### src/hw/rtl/rnc_pkg.sv
package rnc_pkg;
    localparam int WORD_BITS_DEF = 32;
    localparam int NUM_LANES     = 2;
endpackage

### src/hw/rtl/rnc_lane.sv
// One fraction lane: magnitudes, Euclid gcd by restoring division, then two
// quotients by the same divider. One quotient bit per cycle.
module rnc_lane #(
    parameter int WORD_BITS = rnc_pkg::WORD_BITS_DEF
) (
    input  logic                 aclk,
    input  logic                 aresetn,
    input  logic                 start,
    input  logic [WORD_BITS-1:0] num_in,
    input  logic [WORD_BITS-1:0] den_in,
    output logic                 done,
    output logic                 neg,
    output logic                 zero,
    output logic [WORD_BITS-1:0] mag,
    output logic [WORD_BITS-1:0] den
);
    localparam int CW = $clog2(WORD_BITS + 1);

    typedef enum logic [4:0] {
        S_IDLE = 5'b00001,
        S_GCD  = 5'b00010,
        S_QN   = 5'b00100,
        S_QD   = 5'b01000,
        S_DONE = 5'b10000
    } state_t;

    state_t               state_reg, state_next;
    logic [WORD_BITS-1:0] p_reg, q_reg, nm_reg, dm_reg;
    logic [WORD_BITS-1:0] rem_reg, quo_reg, dvd_reg;
    logic [WORD_BITS-1:0] mag_reg, den_reg;
    logic [CW-1:0]        cnt_reg;
    logic                 neg_reg, zero_reg;
    logic [WORD_BITS:0]   trial;
    logic [WORD_BITS-1:0] rem_new, quo_new, dvsr;
    logic                 last;

    // Restoring divide step on the shared divider
    assign dvsr    = (state_reg == S_GCD) ? q_reg : p_reg;
    assign trial   = {rem_reg, dvd_reg[WORD_BITS-1]} - {1'b0, dvsr};
    assign rem_new = trial[WORD_BITS] ? {rem_reg[WORD_BITS-2:0], dvd_reg[WORD_BITS-1]}
                                      : trial[WORD_BITS-1:0];
    assign quo_new = {quo_reg[WORD_BITS-2:0], ~trial[WORD_BITS]};
    assign last    = (cnt_reg == CW'(WORD_BITS - 1));

    // Hold in the done state with the answer until the next item starts
    always_comb begin
        state_next = state_reg;
        case (state_reg)
            S_IDLE: if (start) state_next = S_GCD;
            S_GCD:  if (q_reg == '0) state_next = S_QN;
            S_QN:   if (last) state_next = S_QD;
            S_QD:   if (last) state_next = S_DONE;
            S_DONE: if (start) state_next = S_GCD;
            default: state_next = S_IDLE;
        endcase
    end

    always_ff @(posedge aclk) begin
        if (!aresetn) begin
            state_reg <= S_IDLE;
        end else begin
            state_reg <= state_next;
        end
    end

    // Datapath: load magnitudes, iterate gcd, then divide both parts by it
    always_ff @(posedge aclk) begin
        case (state_reg)
            S_IDLE, S_DONE: begin
                if (start) begin
                    nm_reg   <= num_in[WORD_BITS-1] ? (~num_in + 1'b1) : num_in;
                    dm_reg   <= den_in[WORD_BITS-1] ? (~den_in + 1'b1) : den_in;
                    p_reg    <= num_in[WORD_BITS-1] ? (~num_in + 1'b1) : num_in;
                    q_reg    <= den_in[WORD_BITS-1] ? (~den_in + 1'b1) : den_in;
                    neg_reg  <= num_in[WORD_BITS-1] ^ den_in[WORD_BITS-1];
                    zero_reg <= (num_in == '0);
                    rem_reg  <= '0;
                    quo_reg  <= '0;
                    cnt_reg  <= '0;
                    dvd_reg  <= num_in[WORD_BITS-1] ? (~num_in + 1'b1) : num_in;
                end
            end
            S_GCD: begin
                if (q_reg == '0) begin
                    rem_reg <= '0;
                    cnt_reg <= '0;
                    dvd_reg <= nm_reg;
                end else if (last) begin
                    p_reg   <= q_reg;
                    q_reg   <= rem_new;
                    rem_reg <= '0;
                    cnt_reg <= '0;
                    dvd_reg <= q_reg;
                end else begin
                    rem_reg <= rem_new;
                    dvd_reg <= {dvd_reg[WORD_BITS-2:0], 1'b0};
                    cnt_reg <= cnt_reg + 1'b1;
                end
            end
            S_QN, S_QD: begin
                quo_reg <= quo_new;
                if (last) begin
                    rem_reg <= '0;
                    cnt_reg <= '0;
                    dvd_reg <= dm_reg;
                    if (state_reg == S_QN) mag_reg <= quo_new;
                    else den_reg <= quo_new;
                end else begin
                    rem_reg <= rem_new;
                    dvd_reg <= {dvd_reg[WORD_BITS-2:0], 1'b0};
                    cnt_reg <= cnt_reg + 1'b1;
                end
            end
            default: ;
        endcase
    end

    assign done = (state_reg == S_DONE);
    assign neg  = neg_reg & ~zero_reg;
    assign zero = zero_reg;
    assign mag  = zero_reg ? '0 : mag_reg;
    assign den  = zero_reg ? WORD_BITS'(1) : den_reg;
endmodule

### config.mk
export PLATFORM = sky130hd
export DESIGN_NAME = rnc_lane
export DESIGN_NICKNAME = d
export VERILOG_FILES = /design/src/hw/rtl/rnc_pkg.sv /design/src/hw/rtl/rnc_lane.sv
export SDC_FILE = /design/constraint.sdc
export NUM_CORES = 1
export LEC_CHECK = 0
export BUFFER_PORTS_ARGS = -buffer_cell sky130_fd_sc_hd__buf_2
export CELL_PAD_IN_SITES_DETAIL_PLACEMENT = 2
export CELL_PAD_IN_SITES_GLOBAL_PLACEMENT = 2
export CORE_ASPECT_RATIO = 1.75
export CORE_UTILIZATION = 44
export CTS_CLUSTER_SIZE = 30
export DETAILED_ROUTE_END_ITERATION = 7
export GPL_ROUTABILITY_DRIVEN = 0
export PLACE_DENSITY_LB_ADDON = 0.15
export SETUP_SLACK_MARGIN = 0.2
export SLEW_MARGIN = 30
export SYNTH_ARGS = -nofsm -noshare
export SYNTH_HDL_FRONTEND = slang
export SYNTH_SLANG_ARGS = --single-unit
### constraint.sdc
create_clock -name aclk -period 14.8 [get_ports aclk]
set_input_delay 2.22 -clock aclk [delete_from_list [all_inputs] [get_ports aclk]]
set_output_delay 2.22 -clock aclk [all_outputs]
set_load 0.005 [all_outputs]
==> out/qor.yml <==
synth:
  syn_area_um2: 15620
  async_flop_share_pct: 0
  ys.flop_type: "edfxtp_1"
  ys_ff_latch: 300
  synth_fp_nets: 1448
  synth_warnings: 0
  synth_seq_area_share_pct: 57.34
  syn_avg_cell_area_um2: 11.63
  synthDistinctLibCells: 66
  netlist_instances: 1344
  synth_edf_count: 295
place:
  dp_hpwl_um: 41780
  place_inst: 1890
  port_buffers: 133
  pre_cts_slack_ns: 9.143
  placed_area_um2: 16840
hold_path:
  worstHoldStart: "quo_reg[30]$_SDFFCE_PP0P_"
  min_path_cells: 0
  hold_end: "den_reg[31]$_DFFE_PP_"
  min-delay-path-class: "reg -> reg"
drt:
  wirelength_um: 57750
  dr.pass1.iters: 7
  wl_per_cell_um: 29.77
  drt-initial-drc-count: 678
  via_per_inst: 6.126
  final_antenna_net_count: 0
  drc_errors: 0
  via_count: 11890
sta:
  finalSetupTns_ns: 0
  finalMaxSlewViolations: 0
  min_period_ns: 5.784
  final_hold_viol_count: 0
  slew_headroom_pct: 40.76
  finClkSkew_ns: 0.03327
  whs_ns: 0.4661
  finalSetupViolations: 0
  period_share_pct: 39.08
  setup_ws_ns: 9.016
  tightest_slew_ns: 0.8805
  fmax_mhz: 172.9
  rsz0062_at_grt: "false"
die:
  rows: 91
  initial_utilization_pct: 44.56
  fp.dieH_um: 251.3
  pin_count: 134
  core_area_um2: 35070
  die_width_um: 144.5
  die_area_um2: 36300
power:
  peakVddDrop_mv: 0.1080
  p_seq_share_pct: 42.2
  power_density_nw_per_um2: 156.0
  switchingPower_uw: 964.4
  swShare_pct: 34.59
  power_mw: 2.788
  power_frac_comb_pct: 28.2
  p_int_mw: 1.824
  pwr-share-clk_pct: 29.6
  p_leak_nw: 6.660
setup_path:
  reg2regPathDepth: 14
  critPathLaunchType: "flop"
  critPathSlowestCell: "buf_4"
  slowest_delay_ns: 0.72
  cp-end-kind: "flop"
  crit_required_ns: 15.07
  cp_max_fo: 53
  r2r_slack_ns: 9.02
  reg2reg_from: "state_reg[2]$_SDFFE_PN0P_"
  crit_chain: "nor2_1 -> nand3_4 -> buf_4 -> mux2i_1 -> ha_1 -> nand2b_1 -> a21oi_1 -> o211ai_1 -> nand3_1 -> a31oi_1 -> xnor2_2 -> buf_4 -> mux2i_1 -> a21oi_1"
  arrival_ns: 6.05
  timing.rr.end: "q_reg[8]$_DFFE_PP_"
  critical_path_class: "reg -> reg"
finish:
  final_area_um2: 17870
  layout_commonest_cell: "edfxtp_1"
  final.fill_count: 3514
  fin_cells: 1940
  drive_gt1_share_pct: 15.73
  area_delta_synth_final_pct: 14.35
  mostFrequentLayoutCells: "295 x edfxtp_1, 133 x buf_2, 132 x nor2_1"
  final_util_pct: 50.95
  n_antenna_cell: 0
  nets: 1560
grt:
  grt_pass1_vias: 13370
  grt_first_pass_wirelength_um: 84160
  grtUsageTotal_pct: 32.42
  grt_max_degree: 74
  grt_overflow: 0
  antenna_found_initial: 0
clocking:
  cts_sinks: 300
  numCtsBuffers: 29
  hold_buffers: 0
  cts_tree: "built"
  cts_resized: 0
  cts_setup_buffers: 0
  clock-root-buffer: "clkbuf_16"
  htreeDepth: 1
  clockBufferDepth: 3
  insertion_delay_ns: 0.60
  clk_pin_slew_ns: 0.07
run:
  drv_cap: 0
run_status:
  outcome: "finished, final reports clean"
[cell families (layout without fill, tap and decap cells)]
family,count (synthesis),in the layout,share of synthesized area [%]
AND/OR/NAND/NOR,415,415,13.61
adder cells (fa/ha/maj),37,37,3.011
flip-flops,300,300,57.34
XOR/XNOR,92,92,5.205
buffers and inverters,119,250,3.003
multiplexers,76,76,4.933
AO/OA/AOI/OAI,305,305,12.91
[how the worst max path moves through the flow]
| stage | from | endpoint | slack [ns] | cells past startpoint |
|---|---|---|---|---|
| finish | state_reg[2]$_SDFFE_PN0P_ | q_reg[8]$_DFFE_PP_ | 9.02 | 14 |
| floorplan | start | cnt_reg[0]$_DFFE_PP_ | 8.64 | 2 |
| global route | state_reg[2]$_SDFFE_PN0P_ | q_reg[8]$_DFFE_PP_ | 8.76 | 14 |
| CTS | state_reg[2]$_SDFFE_PN0P_ | q_reg[8]$_DFFE_PP_ | 9.02 | 14 |
| global placement | state_reg[2]$_SDFFE_PN0P_ | q_reg[2]$_DFFE_PP_ | 9.31 | 14 |
| detailed placement | state_reg[2]$_SDFFE_PN0P_ | q_reg[2]$_DFFE_PP_ | 9.14 | 14 |
[routing by layer]
metal	global-route usage, %	vias to the layer above	wire length [µm]
met1	29.31	5986	17990
li1	-	5225	-
met3	3.390	209	2148
met2	61.94	465	31960
met4	27.91	0	5655
met5	0	-	0
[critical path: cells and delay by family, from the launching register on]
kind | cells | cell delay [ns]
buffers and inverters | 2 | 1.28
and+or+nand+nor | 4 | 1.08
muxes | 2 | 1.04
AOI/OAI and AO/OA | 4 | 0.89
DFF | 1 | 0.49
adders and majority gates | 1 | 0.40
xor gates and xnor gates | 1 | 0.18
[synth_stat cells (17+ instances only)]
cell type	count	area share (%)
xnor2_1	51	2.9
edfxtp_1	295	57
ha_1	36	2.9
and2_1	35	1.4
nand2_1	62	1.5
a21oi_1	103	3.3
nor2b_1	70	2.8
clkbuf_1	58	1.4
nor2_1	133	3.2
nand3_1	21	0.67
xor2_1	40	2.2
o21ai_0	48	1.5
a22oi_1	19	0.91
inv_1	46	1.1
o221ai_1	17	0.95
mux2i_1	74	4.7
o31ai_1	19	0.91
[power by group through the flow]
stage | registers (mW) | clock network, mW | logic [mW]
after floorplan | 1.15 | 0 | 0.503
after global placement | 1.17 | 0 | 0.741
after detailed placement | 1.19 | 0 | 0.775
after CTS | 1.17 | 0.834 | 0.789
after global routing | 1.18 | 0.857 | 0.837
final | 1.18 | 0.826 | 0.786
[final cells by class]
cell class              count  area (µm²)  share of cell area (%)
clock inverters            18       286.5                   1.604
inverters                  46       172.7                  0.9664
well taps                 465       581.8                   3.256
flip-flops and latches    300        8959                   50.14
clock buffers              32       737.0                   4.125
repair buffers            154       847.1                   4.741
multi-input cells         925        6284                   35.17
No activity file was read; power rests on OpenSTA's default activity.
